===== config.mk =====
export PLATFORM = sky130hd
export DESIGN_NAME = lidar_frame_decoder_speed_loop_top_flat
export DESIGN_NICKNAME = d
export VERILOG_FILES = /design/src/lfd_pkg.sv /design/src/lfd_byte_if.sv /design/src/lfd_rdg_if.sv /design/src/lfd_front.sv /design/src/lfd_queue.sv /design/src/lfd_back.sv /design/src/lidar_frame_decoder_speed_loop_top.sv /design/src/flat_wrapper.sv
export SDC_FILE = /design/constraint.sdc
export NUM_CORES = 1
export LEC_CHECK = 0
export ABC_AREA = 1
export BUFFER_PORTS_ARGS = -buffer_cell sky130_fd_sc_hd__buf_2
export CAP_MARGIN = 30
export CORE_ASPECT_RATIO = 0.75
export CORE_MARGIN = 3
export CORE_UTILIZATION = 35
export CTS_BUF_LIST = sky130_fd_sc_hd__clkbuf_4 sky130_fd_sc_hd__clkbuf_8 sky130_fd_sc_hd__clkbuf_16
export DETAILED_ROUTE_END_ITERATION = 12
export HOLD_SLACK_MARGIN = 0.12
export PLACE_DENSITY = 0.58
export SYNTH_ARGS = -nofsm -noshare
export SYNTH_HDL_FRONTEND = slang
export SYNTH_SLANG_ARGS = --single-unit

===== constraint.sdc =====
create_clock -name i_clk -period 11.3 [get_ports i_clk]
set_input_delay 0.565 -clock i_clk [delete_from_list [all_inputs] [get_ports i_clk]]
set_output_delay 0.565 -clock i_clk [all_outputs]
set_load 0.1 [all_outputs]

===== src/lfd_pkg.sv =====
// Shared types and constants of the lidar frame decoder.
package lfd_pkg;

    // Frame layout
    localparam logic [7:0] START_BYTE    = 8'hFA;
    localparam int         POS_W         = 5;
    localparam logic [4:0] POS_HUNT      = 5'd0;
    localparam logic [4:0] POS_INDEX     = 5'd1;
    localparam logic [4:0] POS_SPEED_LO  = 5'd2;
    localparam logic [4:0] POS_SPEED_HI  = 5'd3;
    localparam logic [4:0] POS_RDG_FIRST = 5'd4;
    localparam logic [4:0] POS_RDG_LAST  = 5'd19;
    localparam logic [4:0] POS_CHK_LO    = 5'd20;
    localparam logic [4:0] POS_CHK_HI    = 5'd21;

    // Checksum: ten words, each step doubles, so 16 + 10 bits
    localparam int ACC_W = 26;
    localparam int CHK_W = 15;

    // Readings
    localparam int         NUM_RDG   = 4;
    localparam int         RDG_BITS  = 32;
    localparam int         SLOT_W    = 2;
    localparam logic [1:0] LAST_SLOT = 2'd3;

    // Configuration register indexes
    localparam int         CFG_IDX_W        = 2;
    localparam int         CFG_DATA_W       = 16;
    localparam logic [1:0] CFG_TARGET_SPEED = 2'd0;
    localparam logic [1:0] CFG_DUTY_MAX     = 2'd1;
    localparam logic [1:0] CFG_DUTY_MIN     = 2'd2;

    localparam logic [15:0] TARGET_SPEED_RST = 16'd19200;
    localparam logic [15:0] DUTY_MAX_RST     = 16'd10000;
    localparam logic [15:0] DUTY_MIN_RST     = 16'd1500;
    localparam logic [15:0] DUTY_RST         = 16'd1500;

    localparam int QUEUE_DEPTH = 2;

    typedef struct packed {
        logic [7:0]                  packet_index;
        logic [15:0]                 speed_raw;
        logic [NUM_RDG*RDG_BITS-1:0] readings;   // reading k at [32k +: 32]
    } t_frame;

endpackage


===== src/lfd_byte_if.sv =====
// Byte channel carrying received serial bytes.
interface lfd_byte_if;
    logic       valid;
    logic       ready;
    logic [7:0] rx_byte;

    modport source (output valid, output rx_byte, input ready);
    modport sink   (input valid, input rx_byte, output ready);
endinterface


===== src/lfd_rdg_if.sv =====
// Reading channel carrying decoded lidar readings.
interface lfd_rdg_if;
    logic        valid;
    logic        ready;
    logic [7:0]  packet_index;
    logic [1:0]  reading_slot;
    logic [13:0] distance;
    logic        invalid_flag;
    logic        signal_alert;
    logic [15:0] signal_strength;
    logic [15:0] speed_raw;
    logic [15:0] pwm_duty;
    logic        last_reading;

    modport source (
        output valid, input ready,
        output packet_index, reading_slot, distance, invalid_flag,
        output signal_alert, signal_strength, speed_raw, pwm_duty, last_reading
    );
    modport sink (
        input valid, output ready,
        input packet_index, reading_slot, distance, invalid_flag,
        input signal_alert, signal_strength, speed_raw, pwm_duty, last_reading
    );
endinterface


===== src/lfd_front.sv =====
// Front end: start hunt, frame capture and running checksum.
module lfd_front (
    input  logic              i_clk,
    input  logic              i_rst_n,
    lfd_byte_if.sink          i_rx,
    input  logic              i_full,
    output logic              o_push,
    output lfd_pkg::t_frame   o_frame
);

    logic [lfd_pkg::POS_W-1:0] r_pos, n_pos;
    logic [lfd_pkg::ACC_W-1:0] r_acc, n_acc;
    logic [7:0]                r_lo, n_lo;
    logic                      r_lo_ok, n_lo_ok;
    logic [6:0]                r_chk_hi, n_chk_hi;
    logic [7:0]                r_index, n_index;
    logic [15:0]               r_speed, n_speed;
    logic [lfd_pkg::NUM_RDG*lfd_pkg::RDG_BITS-1:0] r_rd, n_rd;

    logic       accept;
    logic [7:0] b;
    logic [15:0] fold;

    // stall only the closing byte when the queue has no room
    assign i_rx.ready = (r_pos != lfd_pkg::POS_CHK_HI) || !i_full;
    assign accept     = i_rx.valid && i_rx.ready;
    assign b          = i_rx.rx_byte;

    // end-around fold of the accumulator to 15 bits
    assign fold = {1'b0, r_acc[lfd_pkg::CHK_W-1:0]}
                + {5'd0, r_acc[lfd_pkg::ACC_W-1:lfd_pkg::CHK_W]};

    always_comb begin
        n_pos    = r_pos;
        n_acc    = r_acc;
        n_lo     = r_lo;
        n_lo_ok  = r_lo_ok;
        n_chk_hi = r_chk_hi;
        n_index  = r_index;
        n_speed  = r_speed;
        n_rd     = r_rd;
        o_push   = 1'b0;
        if (accept) begin
            if (r_pos == lfd_pkg::POS_HUNT) begin
                if (b == lfd_pkg::START_BYTE) begin
                    n_pos = lfd_pkg::POS_INDEX;
                    n_acc = '0;
                    n_lo  = b;
                end
            end else begin
                n_pos = r_pos + 5'd1;
                if (r_pos[0] && (r_pos <= lfd_pkg::POS_RDG_LAST)) begin
                    n_acc = {r_acc[lfd_pkg::ACC_W-2:0], 1'b0} + {10'd0, b, r_lo};
                end else begin
                    n_lo = b;
                end
                if (r_pos == lfd_pkg::POS_INDEX) begin
                    n_index = b;
                end
                if ((r_pos == lfd_pkg::POS_SPEED_LO) || (r_pos == lfd_pkg::POS_SPEED_HI)) begin
                    n_speed = {b, r_speed[15:8]};
                end
                if ((r_pos >= lfd_pkg::POS_RDG_FIRST) && (r_pos <= lfd_pkg::POS_RDG_LAST)) begin
                    n_rd = {b, r_rd[lfd_pkg::NUM_RDG*lfd_pkg::RDG_BITS-1:8]};
                end
                if (r_pos == lfd_pkg::POS_CHK_LO) begin
                    n_lo_ok  = (fold[7:0] == b);
                    n_chk_hi = fold[14:8];
                end
                if (r_pos == lfd_pkg::POS_CHK_HI) begin
                    n_pos  = lfd_pkg::POS_HUNT;
                    o_push = r_lo_ok && (b == {1'b0, r_chk_hi});
                end
            end
        end
    end

    always_ff @(posedge i_clk) begin
        if (!i_rst_n) begin
            r_pos <= lfd_pkg::POS_HUNT;
        end else begin
            r_pos <= n_pos;
        end
    end

    always_ff @(posedge i_clk) begin
        r_acc    <= n_acc;
        r_lo     <= n_lo;
        r_lo_ok  <= n_lo_ok;
        r_chk_hi <= n_chk_hi;
        r_index  <= n_index;
        r_speed  <= n_speed;
        r_rd     <= n_rd;
    end

    assign o_frame.packet_index = r_index;
    assign o_frame.speed_raw    = r_speed;
    assign o_frame.readings     = r_rd;

endmodule


===== src/lfd_queue.sv =====
// Two-entry frame queue between front and back.
module lfd_queue (
    input  logic              i_clk,
    input  logic              i_rst_n,
    input  logic              i_push,
    input  lfd_pkg::t_frame   i_frame,
    output logic              o_full,
    input  logic              i_pop,
    output logic              o_empty,
    output lfd_pkg::t_frame   o_frame
);

    lfd_pkg::t_frame r_mem [lfd_pkg::QUEUE_DEPTH];
    logic            r_wp, r_rp;
    logic [1:0]      r_cnt;

    assign o_full  = (r_cnt == 2'(lfd_pkg::QUEUE_DEPTH));
    assign o_empty = (r_cnt == 2'd0);
    assign o_frame = r_mem[r_rp];

    always_ff @(posedge i_clk) begin
        if (!i_rst_n) begin
            r_wp  <= 1'b0;
            r_rp  <= 1'b0;
            r_cnt <= 2'd0;
        end else begin
            if (i_push) begin
                r_wp <= ~r_wp;
            end
            if (i_pop) begin
                r_rp <= ~r_rp;
            end
            r_cnt <= r_cnt + {1'b0, i_push} - {1'b0, i_pop};
        end
    end

    always_ff @(posedge i_clk) begin
        if (i_push) begin
            r_mem[r_wp] <= i_frame;
        end
    end

endmodule


===== src/lfd_back.sv =====
// Back end: duty step, config registers and reading beats.
module lfd_back (
    input  logic                            i_clk,
    input  logic                            i_rst_n,
    input  logic                            i_cfg_we,
    input  logic [lfd_pkg::CFG_IDX_W-1:0]   i_cfg_idx,
    input  logic [lfd_pkg::CFG_DATA_W-1:0]  i_cfg_data,
    input  logic                            i_empty,
    input  lfd_pkg::t_frame                 i_frame,
    output logic                            o_pop,
    lfd_rdg_if.source                       o_rd
);

    logic [15:0] r_target, r_max, r_min;
    logic [15:0] r_duty, n_duty;
    logic        r_busy;
    logic [lfd_pkg::SLOT_W-1:0] r_slot;
    lfd_pkg::t_frame            r_ent;

    logic        beat;
    logic [lfd_pkg::RDG_BITS-1:0] rd;

    assign beat  = o_rd.valid && o_rd.ready;
    assign o_pop = !i_empty && (!r_busy || (beat && (r_slot == lfd_pkg::LAST_SLOT)));

    // duty step from the incoming frame's speed
    always_comb begin
        n_duty = r_duty;
        if (i_frame.speed_raw < r_target) begin
            if (r_duty < r_max) begin
                n_duty = r_duty + 16'd1;
            end
        end else if (i_frame.speed_raw > r_target) begin
            if (r_duty > r_min) begin
                n_duty = r_duty - 16'd1;
            end
        end
    end

    always_ff @(posedge i_clk) begin
        if (!i_rst_n) begin
            r_target <= lfd_pkg::TARGET_SPEED_RST;
            r_max    <= lfd_pkg::DUTY_MAX_RST;
            r_min    <= lfd_pkg::DUTY_MIN_RST;
        end else if (i_cfg_we) begin
            unique case (i_cfg_idx)
                lfd_pkg::CFG_TARGET_SPEED: r_target <= i_cfg_data;
                lfd_pkg::CFG_DUTY_MAX:     r_max    <= i_cfg_data;
                lfd_pkg::CFG_DUTY_MIN:     r_min    <= i_cfg_data;
                default: ;
            endcase
        end
    end

    always_ff @(posedge i_clk) begin
        if (!i_rst_n) begin
            r_duty <= lfd_pkg::DUTY_RST;
            r_busy <= 1'b0;
            r_slot <= '0;
        end else begin
            if (o_pop) begin
                r_duty <= n_duty;
                r_busy <= 1'b1;
                r_slot <= '0;
            end else if (beat) begin
                if (r_slot == lfd_pkg::LAST_SLOT) begin
                    r_busy <= 1'b0;
                end
                r_slot <= r_slot + 2'd1;
            end
        end
    end

    always_ff @(posedge i_clk) begin
        if (o_pop) begin
            r_ent <= i_frame;
        end
    end

    assign rd = r_ent.readings[{r_slot, 5'd0} +: lfd_pkg::RDG_BITS];

    assign o_rd.valid            = r_busy;
    assign o_rd.packet_index     = r_ent.packet_index;
    assign o_rd.reading_slot     = r_slot;
    assign o_rd.distance         = rd[13:0];
    assign o_rd.invalid_flag     = rd[15];
    assign o_rd.signal_alert     = rd[14];
    assign o_rd.signal_strength  = rd[31:16];
    assign o_rd.speed_raw        = r_ent.speed_raw;
    assign o_rd.pwm_duty         = r_duty;
    assign o_rd.last_reading     = (r_slot == lfd_pkg::LAST_SLOT);

endmodule


===== src/lidar_frame_decoder_speed_loop_top.sv =====
// Top level of the lidar frame decoder with motor speed loop.
//
//  channel   dir  beat carries                                   handshake
//  --------  ---  ---------------------------------------------  ------------------
//  i_rx      in   rx_byte                                        valid/ready
//  o_rd      out  index, slot, distance, flags, strength,        valid/ready
//                 speed, pwm duty, last flag
//  i_cfg_*   in   register index and 16-bit value                write enable only
//
// Cycles: one byte beat per cycle. The front captures the frame and keeps the
//   checksum running as each word completes, so a 22-byte frame costs 22 beats; a
//   good frame yields four reading beats from the back, one per cycle while ready.
// Reset: synchronous, active low; front hunts for 0xFA, queue empties, duty 1500.
// Stalls: the two-entry frame queue decouples the sides; only the closing checksum
//   byte waits, and only while the queue is full.
module lidar_frame_decoder_speed_loop_top (
    input  logic                            i_clk,
    input  logic                            i_rst_n,
    lfd_byte_if.sink                        i_rx,
    lfd_rdg_if.source                       o_rd,
    input  logic                            i_cfg_we,
    input  logic [lfd_pkg::CFG_IDX_W-1:0]   i_cfg_idx,
    input  logic [lfd_pkg::CFG_DATA_W-1:0]  i_cfg_data
);

    logic            q_push, q_full, q_pop, q_empty;
    lfd_pkg::t_frame f_frame, q_frame;

    // front: hunt, capture, checksum
    lfd_front u_front (
        .i_clk   (i_clk),
        .i_rst_n (i_rst_n),
        .i_rx    (i_rx),
        .i_full  (q_full),
        .o_push  (q_push),
        .o_frame (f_frame)
    );

    // good frames wait here for the back
    lfd_queue u_queue (
        .i_clk   (i_clk),
        .i_rst_n (i_rst_n),
        .i_push  (q_push),
        .i_frame (f_frame),
        .o_full  (q_full),
        .i_pop   (q_pop),
        .o_empty (q_empty),
        .o_frame (q_frame)
    );

    // back: duty loop and reading beats
    lfd_back u_back (
        .i_clk      (i_clk),
        .i_rst_n    (i_rst_n),
        .i_cfg_we   (i_cfg_we),
        .i_cfg_idx  (i_cfg_idx),
        .i_cfg_data (i_cfg_data),
        .i_empty    (q_empty),
        .i_frame    (q_frame),
        .o_pop      (q_pop),
        .o_rd       (o_rd)
    );

    // a good frame is never pushed into a full queue
    a_no_overflow: assert property (@(posedge i_clk) disable iff (!i_rst_n)
        q_push |-> !q_full)
        else $error("frame pushed into full queue");

    // duty moves at most one step per cycle
    a_duty_step: assert property (@(posedge i_clk) disable iff (!i_rst_n)
        $past(i_rst_n) |->
            (o_rd.pwm_duty == $past(o_rd.pwm_duty)) ||
            (o_rd.pwm_duty == $past(o_rd.pwm_duty) + 16'd1) ||
            (o_rd.pwm_duty == $past(o_rd.pwm_duty) - 16'd1))
        else $error("duty jumped by more than one");

    // readings of a frame follow one another without a gap in slot order
    a_slot_seq: assert property (@(posedge i_clk) disable iff (!i_rst_n)
        (o_rd.valid && o_rd.ready && !o_rd.last_reading) |=>
            (o_rd.valid && (o_rd.reading_slot == $past(o_rd.reading_slot) + 2'd1)))
        else $error("reading slot sequence broken");

endmodule

===== src/flat_wrapper.sv =====
// flat-port wrapper written by rule: the top's interface ports become plain ports
module lidar_frame_decoder_speed_loop_top_flat 
  (i_clk, i_rst_n, i_cfg_we, i_cfg_idx, i_cfg_data, i_rx_valid, i_rx_rx_byte, i_rx_ready, o_rd_valid, o_rd_ready, o_rd_packet_index, o_rd_reading_slot, o_rd_distance, o_rd_invalid_flag, o_rd_signal_alert, o_rd_signal_strength, o_rd_speed_raw, o_rd_pwm_duty, o_rd_last_reading);
  lfd_byte_if i_rx_i ();
  lfd_rdg_if o_rd_i ();
  input  logic i_clk;
  input  logic i_rst_n;
  input  logic i_cfg_we;
  input  logic [lfd_pkg::CFG_IDX_W-1:0] i_cfg_idx;
  input  logic [lfd_pkg::CFG_DATA_W-1:0] i_cfg_data;
  input wire logic [$bits(i_rx_i.valid)-1:0] i_rx_valid;
  input wire logic [$bits(i_rx_i.rx_byte)-1:0] i_rx_rx_byte;
  output wire logic [$bits(i_rx_i.ready)-1:0] i_rx_ready;
  output wire logic [$bits(o_rd_i.valid)-1:0] o_rd_valid;
  input wire logic [$bits(o_rd_i.ready)-1:0] o_rd_ready;
  output wire logic [$bits(o_rd_i.packet_index)-1:0] o_rd_packet_index;
  output wire logic [$bits(o_rd_i.reading_slot)-1:0] o_rd_reading_slot;
  output wire logic [$bits(o_rd_i.distance)-1:0] o_rd_distance;
  output wire logic [$bits(o_rd_i.invalid_flag)-1:0] o_rd_invalid_flag;
  output wire logic [$bits(o_rd_i.signal_alert)-1:0] o_rd_signal_alert;
  output wire logic [$bits(o_rd_i.signal_strength)-1:0] o_rd_signal_strength;
  output wire logic [$bits(o_rd_i.speed_raw)-1:0] o_rd_speed_raw;
  output wire logic [$bits(o_rd_i.pwm_duty)-1:0] o_rd_pwm_duty;
  output wire logic [$bits(o_rd_i.last_reading)-1:0] o_rd_last_reading;
  assign i_rx_i.valid = i_rx_valid;
  assign i_rx_i.rx_byte = i_rx_rx_byte;
  assign i_rx_ready = i_rx_i.ready;
  assign o_rd_valid = o_rd_i.valid;
  assign o_rd_i.ready = o_rd_ready;
  assign o_rd_packet_index = o_rd_i.packet_index;
  assign o_rd_reading_slot = o_rd_i.reading_slot;
  assign o_rd_distance = o_rd_i.distance;
  assign o_rd_invalid_flag = o_rd_i.invalid_flag;
  assign o_rd_signal_alert = o_rd_i.signal_alert;
  assign o_rd_signal_strength = o_rd_i.signal_strength;
  assign o_rd_speed_raw = o_rd_i.speed_raw;
  assign o_rd_pwm_duty = o_rd_i.pwm_duty;
  assign o_rd_last_reading = o_rd_i.last_reading;
  lidar_frame_decoder_speed_loop_top u_core (.i_clk(i_clk), .i_rst_n(i_rst_n), .i_rx(i_rx_i), .o_rd(o_rd_i), .i_cfg_we(i_cfg_we), .i_cfg_idx(i_cfg_idx), .i_cfg_data(i_cfg_data));
endmodule

* Yosys cells after proc, flatten, opt, wreduce, memory -nomap -nowiden
Memories as Yosys holds them, arrays and structs flattened. A register that Yosys moved wholly into a read port is not among the register bits. Cells that the tools add are included.
Word-level totals: memory bits (writable) 304, word-level logic and storage cells 113, memory bits (read-only) 0, memories kept 1, latch bits 0, register bits 422, bits of input ports 31, output and inout port bits 77
Cells by class: reductions and logical operators 34, $add $sub $neg 8, multipliers 0, multiplexer cells 23, divide/modulo/power cells 0, eq/ne operators 16, shift operators 1, magnitude comparators 6, bitwise logic cells 4
Memories:
- u_core.u_queue.r_mem | words 2, width 152, read ports 1, clocked after Yosys merged registers in 1, write ports 1, line lfd_queue.sv:13 | lfd_pkg::t_frame r_mem [lfd_pkg::QUEUE_DEPTH];
Operators by type and width (number):
- variable part select 128 x 8 -> 32 bit | 1
- two-way mux 26 bit | 3
- two-way mux 16 bit | 4
- greater-than comparator 16 bit | 2
- < comparator 16 bit | 2
- adder 26 x 16 -> 26 bit | 1
- two-way mux 8 bit | 3
- AND reduction 3 bit | 6
- adder 16 x 1 -> 16 bit, second input constant | 1
- subtractor 16 x 1 -> 16 bit, second input constant | 1
- adder 15 x 11 -> 15 bit | 1
- two-way mux 5 bit | 3
- == test 5 x 2 -> 1 bit, second input constant | 2
- == test 5 bit, second input constant | 2
- two-way mux 1 bit | 10
- AND reduction 2 bit | 5
- nonzero test 2 bit | 5
- == test 8 x 7 -> 1 bit | 1
- == test 8 bit | 1
- == test 8 bit, second input constant | 1
- logical AND 1 bit | 7
- == test 2 bit, second input constant | 3
- adder 5 x 1 -> 5 bit, second input constant | 1
- == test 5 x 1 -> 1 bit, second input constant | 1
- other kinds (16) | 25

* Depth between registers and ports, before layout
depth in word-level cells 7, gate-level depth with buffers 30, mapped depth without buffers 28

* Cells and area by module
From an unflattened synthesis, not the netlist that was laid out.
Unflattened totals: cell total of the unflattened synthesis 2208, area total of the unflattened synthesis 30125.1 sq um
By module, submodules not included:
- lfd_queue | times used 1, area an instance 11513.5 sq um, sequential area each 9228.9 sq um, cells an instance 506
- lfd_back | times used 1, area an instance 9925.8 sq um, sequential area each 5905.7 sq um, cells an instance 955
- lfd_front | times used 1, area an instance 8685.8 sq um, sequential area each 5925.7 sq um, cells an instance 747

* Least setup slack after synthesis
No wires, ideal clock.
kind reg2reg, start register u_core.u_front.r_pos[1] in the netlist's numbering, end memory u_core.u_queue.r_mem[1][0] in the netlist's numbering (enable), stages on the path, launching flop included 10, setup slack 2.184 ns, required time 10.633 ns, period minus slack after synthesis 9.116 ns, buffers on the path 0, data arrival time 8.449 ns, library setup time 0.667 ns, path through dfxtp_1 -> inv_1 -> ha_1 -> inv_1 -> nor2_2 -> nand3b_1 -> nand2_1 -> nor2_2 -> nand2_1 -> nor2_1
Between the ends: word-level cells in the longest chain between the ends 6, elaborated cells on any way between the ends 10, classes of those cells eq/ne: 2; mux: 5; reduce/logical: 3
RTL lines:
- start: declaration | line lfd_front.sv:11 | logic [lfd_pkg::POS_W-1:0] r_pos, n_pos;
- start signal: assignment | line lfd_front.sv:80 | r_pos <= lfd_pkg::POS_HUNT;
- start signal: assignment | line lfd_front.sv:82 | r_pos <= n_pos;
- inequality test 5 bit | line lfd_front.sv:25 | assign i_rx.ready = (r_pos != lfd_pkg::POS_CHK_HI) || !i_full;
- logical OR 1 bit | line lfd_front.sv:25
- named net i_rx_ready | line flat_wrapper.sv:13 | output wire logic [$bits(i_rx_i.ready)-1:0] i_rx_ready;
- logical AND 1 bit | line lfd_front.sv:26 | assign accept = i_rx.valid && i_rx.ready;
- two-way mux 1 bit | line lfd_front.sv:43 | if (accept) begin
- two-way mux 1 bit | line lfd_queue.sv:38 | if (i_push) begin
- two-way mux 1 bit (implied by the code) | line lfd_queue.sv:39 | r_mem[r_wp] <= i_frame;
- end: declaration | line lfd_queue.sv:13
The timed path passes the listed nets, and every way through them passes these cells.

* Final worst setup path
start register u_core.u_back.r_slot (netlist bit u_core.u_back.o_rd.reading_slot[0]), end output port o_rd_distance[8]
Between the ends: word-level cells in the longest chain between the ends 1
RTL lines:
- start: declaration | line lfd_back.sv:17 | logic [lfd_pkg::SLOT_W-1:0] r_slot;
- start signal: assignment | line lfd_back.sv:69 | r_slot <= r_slot + 2'd1;
- variable part select 128 x 8 -> 32 bit | line lfd_back.sv:80 | assign rd = r_ent.readings[{r_slot, 5'd0} +: lfd_pkg::RDG_BITS];
- end: declaration | line flat_wrapper.sv:18 | output wire logic [$bits(o_rd_i.distance)-1:0] o_rd_distance;
No other way between the ends.

==> impl_summary.md <==
STA
The post-route clock period utilization is 0.356. The total of endpoints with negative setup slack in the final report is 0. The maximum frequency from static timing analysis is 249 MHz. Setup repair after global routing left no endpoint under its margin. Headroom to the max-slew limit came out at 0.312. The setup clock skew after layout is 22.7 ps. The number of pins with negative max-slew slack in the final report is 0. The total negative slack is 0 ps. The shortest clock period the worst path allows after layout is just over 4000 ps. The final number of hold-violating endpoints came to 0.

The measured slew at the worst slew-check pin is around 1000 ps.

Route
The post-detailed-route count of antenna-violating nets is 0. Dividing the detail-routed wire length by the instance count gives approximately 19 um. The via-per-instance ratio is approximately 4.8. The starting DRC count in detailed routing is 1332. The routed layout has between 15000 and 20000 vias. For this block, the routed nets add up to ~63000 um of wire. After detailed routing, the number of remaining DRC violations is 0. The number of iterations in the first detailed-routing pass is 5.

Logic synthesis
The net count after synthesis is around 2200. The synthesized area divided by synthesized cell count is 14.3 um^2. Synthesis instantiated 54 different standard cells from the library. The synthesized netlist cell count is 2033. After synthesis the cells add up to 29100 um^2.

The register area share after synthesis is 0.723. The largest total area in the synthesized netlist belongs to edfxtp_1. After synthesis the netlist holds a flip-flop and latch count of 727. For this run, the number of Yosys warnings is 0.

By area the synthesized netlist is led by edfxtp_1 67%, mux2_2 5.8%, dfxtp_1 5.3%, ha_1 4.0%, nand2_1 2.8%. The area share of the largest cell type after synthesis is 0.670.

Clocking
The number of H-tree levels is 3. The number of gates resized after CTS was 0. The clock tree buffer depth is 3.

The clock tree root buffer cell is clkbuf_16. The TritonCTS sink count is 727. Clock-pin slew was measured on the worst setup and hold paths at 60 ps. The TritonCTS clock tree is yes. The number of buffers inserted to repair setup after CTS is 0. Counting the buffers created by CTS gives 74. The latest clock arrival within the worst-skew pair is 620 ps. The number of hold buffers added after CTS was 0.

Floorplan
The I/O pin count is around 110. The area of the die is about 87000 um^2. From bottom edge to top edge, the die measures 256 um. The number of rows in the core area is 90. The region available for standard cell placement spans between 80000 and 90000 um^2. The initial utilization of the core area, before any placement, comes to 0.358.

From left edge to right edge, the die measures 339 um.

Setup path
The delay of the slowest cell on the worst path is 550 ps. Among the stages of the critical path, the cell type that occurs most often is buf_4. The critical-path maximum fanout is 48. The type of origin of the critical path is a register. The worst setup path startpoint is u_core.u_back.o_rd.reading_slot[0]. STA puts the critical path data arrival time at 3460 ps.

The endpoint of the worst-slack reg-to-reg timing path is u_core.u_back.r_ent[53]. The worst setup path is captured at a primary output. The type of the worst setup path is register to primary output. Traced cell by cell, the critical path runs through buf_4 -> inv_2 -> buf_4 -> o21ai_0 -> o22ai_1 -> buf_2.

The register-to-register setup slack is 7430 ps. The required time of the worst setup path is 10740 ps. The source of the worst register-to-register timing path is u_core.u_back.o_rd.reading_slot[0]. The capturing instance or port of the critical path is o_rd_distance[8]. The number of cells on the worst reg-to-reg path is 8. The slowest stage of the critical path is the buf_4 cell.

Global route
The maximum number of pins on one net before global-route repair is around 150. The total overflow reported by the global router is 0. The number of global-route vias before repair is roughly 16000. The number of antenna violations at the first check in global routing is 1.

The wire length of the first global-routing pass is about 96000 um. The global routing usage summed across all routing layers is 0.142.

Outcome
The flow ran to the end, and the final reports show no timing, DRC or antenna violations.

Place
The final RePlAce weighted congestion is 0.841. Once detailed placement completed, the half-perimeter wirelength came to 39200 um. The number of buffers added on ports is 107.

The standard cell area after detailed placement is 30900 um^2. The count of placed standard cells including taps is between 3000 and 4000.

Pwr
The total power of the final layout is about 5500 uW. Power spread over the standard cell area amounts to 163 nW/um^2. The analysis attributes to cell leakage a power of 0.0118 uW. The highest ir drop seen on vdd is approximately 0.11 mV.

Run
The total of max-cap violations is 0.

Layout
The post-synthesis to final-layout area growth is 14.7%. The area of the multi-input gates is 7130 um^2. The post-layout net count is 2285. The final design area excluding fillers is 33400 um^2.

The fraction of final layout cells sized beyond drive strength 1 is 0.201. Once layout is complete, the cells apart from fillers number 3322. The core utilization of the finished layout is 0.410. The layout has 7318 filler cells. The storage element area is 21100 um^2.

Worst hold path
The min-delay analysis places its worst path in the category input pin to register.
## sequential cells by signal (all words and copies together) (netlist names), 2 cells and up, named ones only
signal and flops:
u_core.u_front.r_index 8, u_core.u_front.r_acc 26, u_core.u_back.o_rd.speed_raw 16, u_core.u_queue.r_mem 304, u_core.u_back.r_max 16, u_core.u_front.r_pos 5
u_core.u_queue.r_cnt 2, u_core.u_back.r_ent 128, u_core.u_back.r_target 16, u_core.u_front.r_speed 16, u_core.u_back.o_rd.reading_slot 2, u_core.u_back.o_rd.pwm_duty 16
u_core.u_back.o_rd.packet_index 8, u_core.u_front.r_rd 128, u_core.u_front.r_chk_hi 7, u_core.u_back.r_min 16, u_core.u_front.r_lo 8
## per-layer routing
| metal | vias up | GRT usage | share of wire |
|---|---|---|---|
| met5 | - | 0 | 0 |
| met4 | 0 | 0.0432 | 0.026 |
| met3 | 109 | 0.0310 | 0.052 |
| met2 | 352 | 0.210 | 0.43 |
| met1 | 7938 | 0.209 | 0.49 |
| li1 | 7657 | - | - |
## cell usage after synthesis, drive strengths merged
library cell and n:
or2 4, o21ai 141, nor3 10, and2 2, a31oi 6, dfxtp 77
a221oi 2, inv 141, a21boi 3, nand3 47, o2111ai 1, nor2 151
nand3b 3, xnor2 14, a21oi 117, clkbuf 41, edfxtp 650, nand4 14
mux2 151, o22ai 34, fa 3, xor2 25, ha 94, a211oi 1
o21bai 4, nor4 3, nand2 227, o21a 3, a21o 5, o211ai 17
buf 38, and3 1, clkinv 2, o31ai 1
## cell usage in the layout, fill, tap and decap left out, drive strengths merged, types with 3 or more instances in the layout
master and count:
inv 145, nor2 151, o21bai 4, or2 4, a21oi 117, a31oi 6
xor2 25, dfxtp 77, nand4 14, nand3 47, o21a 3, xnor2 14
o21ai 141, o22ai 34, edfxtp 650, nor3 10, o211ai 17, nor4 3
a21o 5, mux2 151, clkinv 33, fa 3, nand2 227, bufinv 5
clkinvlp 3, a21boi 3, clkbuf 93, ha 94, nand3b 3, buf 127
## stage by stage
step	setup WS [ps]	hold WS [ps]
final	7280	221
after detailed placement	7200	432
after CTS	7180	177
after global placement	7220	425
after floorplan	2180	421
after global routing	7080	208
## final cells by class
cell class                      count  share of cell area
Sequential cell                   727               0.631
Multi-Input combinational cell   1084               0.214
Clock buffer                       93              0.0605
Tap cell                         1104              0.0414
Timing Repair Buffer              127              0.0237
Inverter                          143              0.0163
Clock inverter                     43              0.0136
Antenna cell                        1           0.0000749
## worst min path at each step
stage          slack (ps)                       from  cells after the start                            to
2_1_floorplan         420     u_core.u_front.r_rd[0]                      0    u_core.u_queue.r_mem[0][0]
3_3_place_gp          420  u_core.u_front.r_index[3]                      0  u_core.u_queue.r_mem[0][147]
3_5_place_dp          430  u_core.u_front.r_index[6]                      0  u_core.u_queue.r_mem[1][150]
4_1_cts               180              i_cfg_data[9]                      3        u_core.u_back.r_max[9]
5_1_grt               210              i_cfg_data[3]                      3        u_core.u_back.r_min[3]
6_report              220              i_cfg_data[3]                      3        u_core.u_back.r_min[3]
## cells by family after synthesis
kind of cell | after synthesis | share of synthesized area
AO/OA/AOI/OAI | 335 | 0.0636
AND/OR/NAND/NOR | 462 | 0.0678
buffers and inverters | 222 | 0.0328
XOR/XNOR | 39 | 0.0117
multiplexers | 151 | 0.0584
flip-flops | 727 | 0.723
adder cells (fa/ha/maj) | 97 | 0.0424
## power breakdown
group / switching (uW) / internal (uW) / leakage, uW
clock network: 1040 / 1400 / 0.00122
registers: 2.63 / 2890 / 0.00648
logic: 77.5 / 37.4 / 0.00412
total: 1120 / 4330 / 0.0118
## worst max-delay path: cells and delay by family, from the launching register on
| family | cells | cell delay, ps |
|---|---|---|
| AOI/OAI and AO/OA | 2 | 560 |
| buffers and inverters | 4 | 1770 |
| DFF | 1 | 450 |
(Power assumes the default switching activity.)
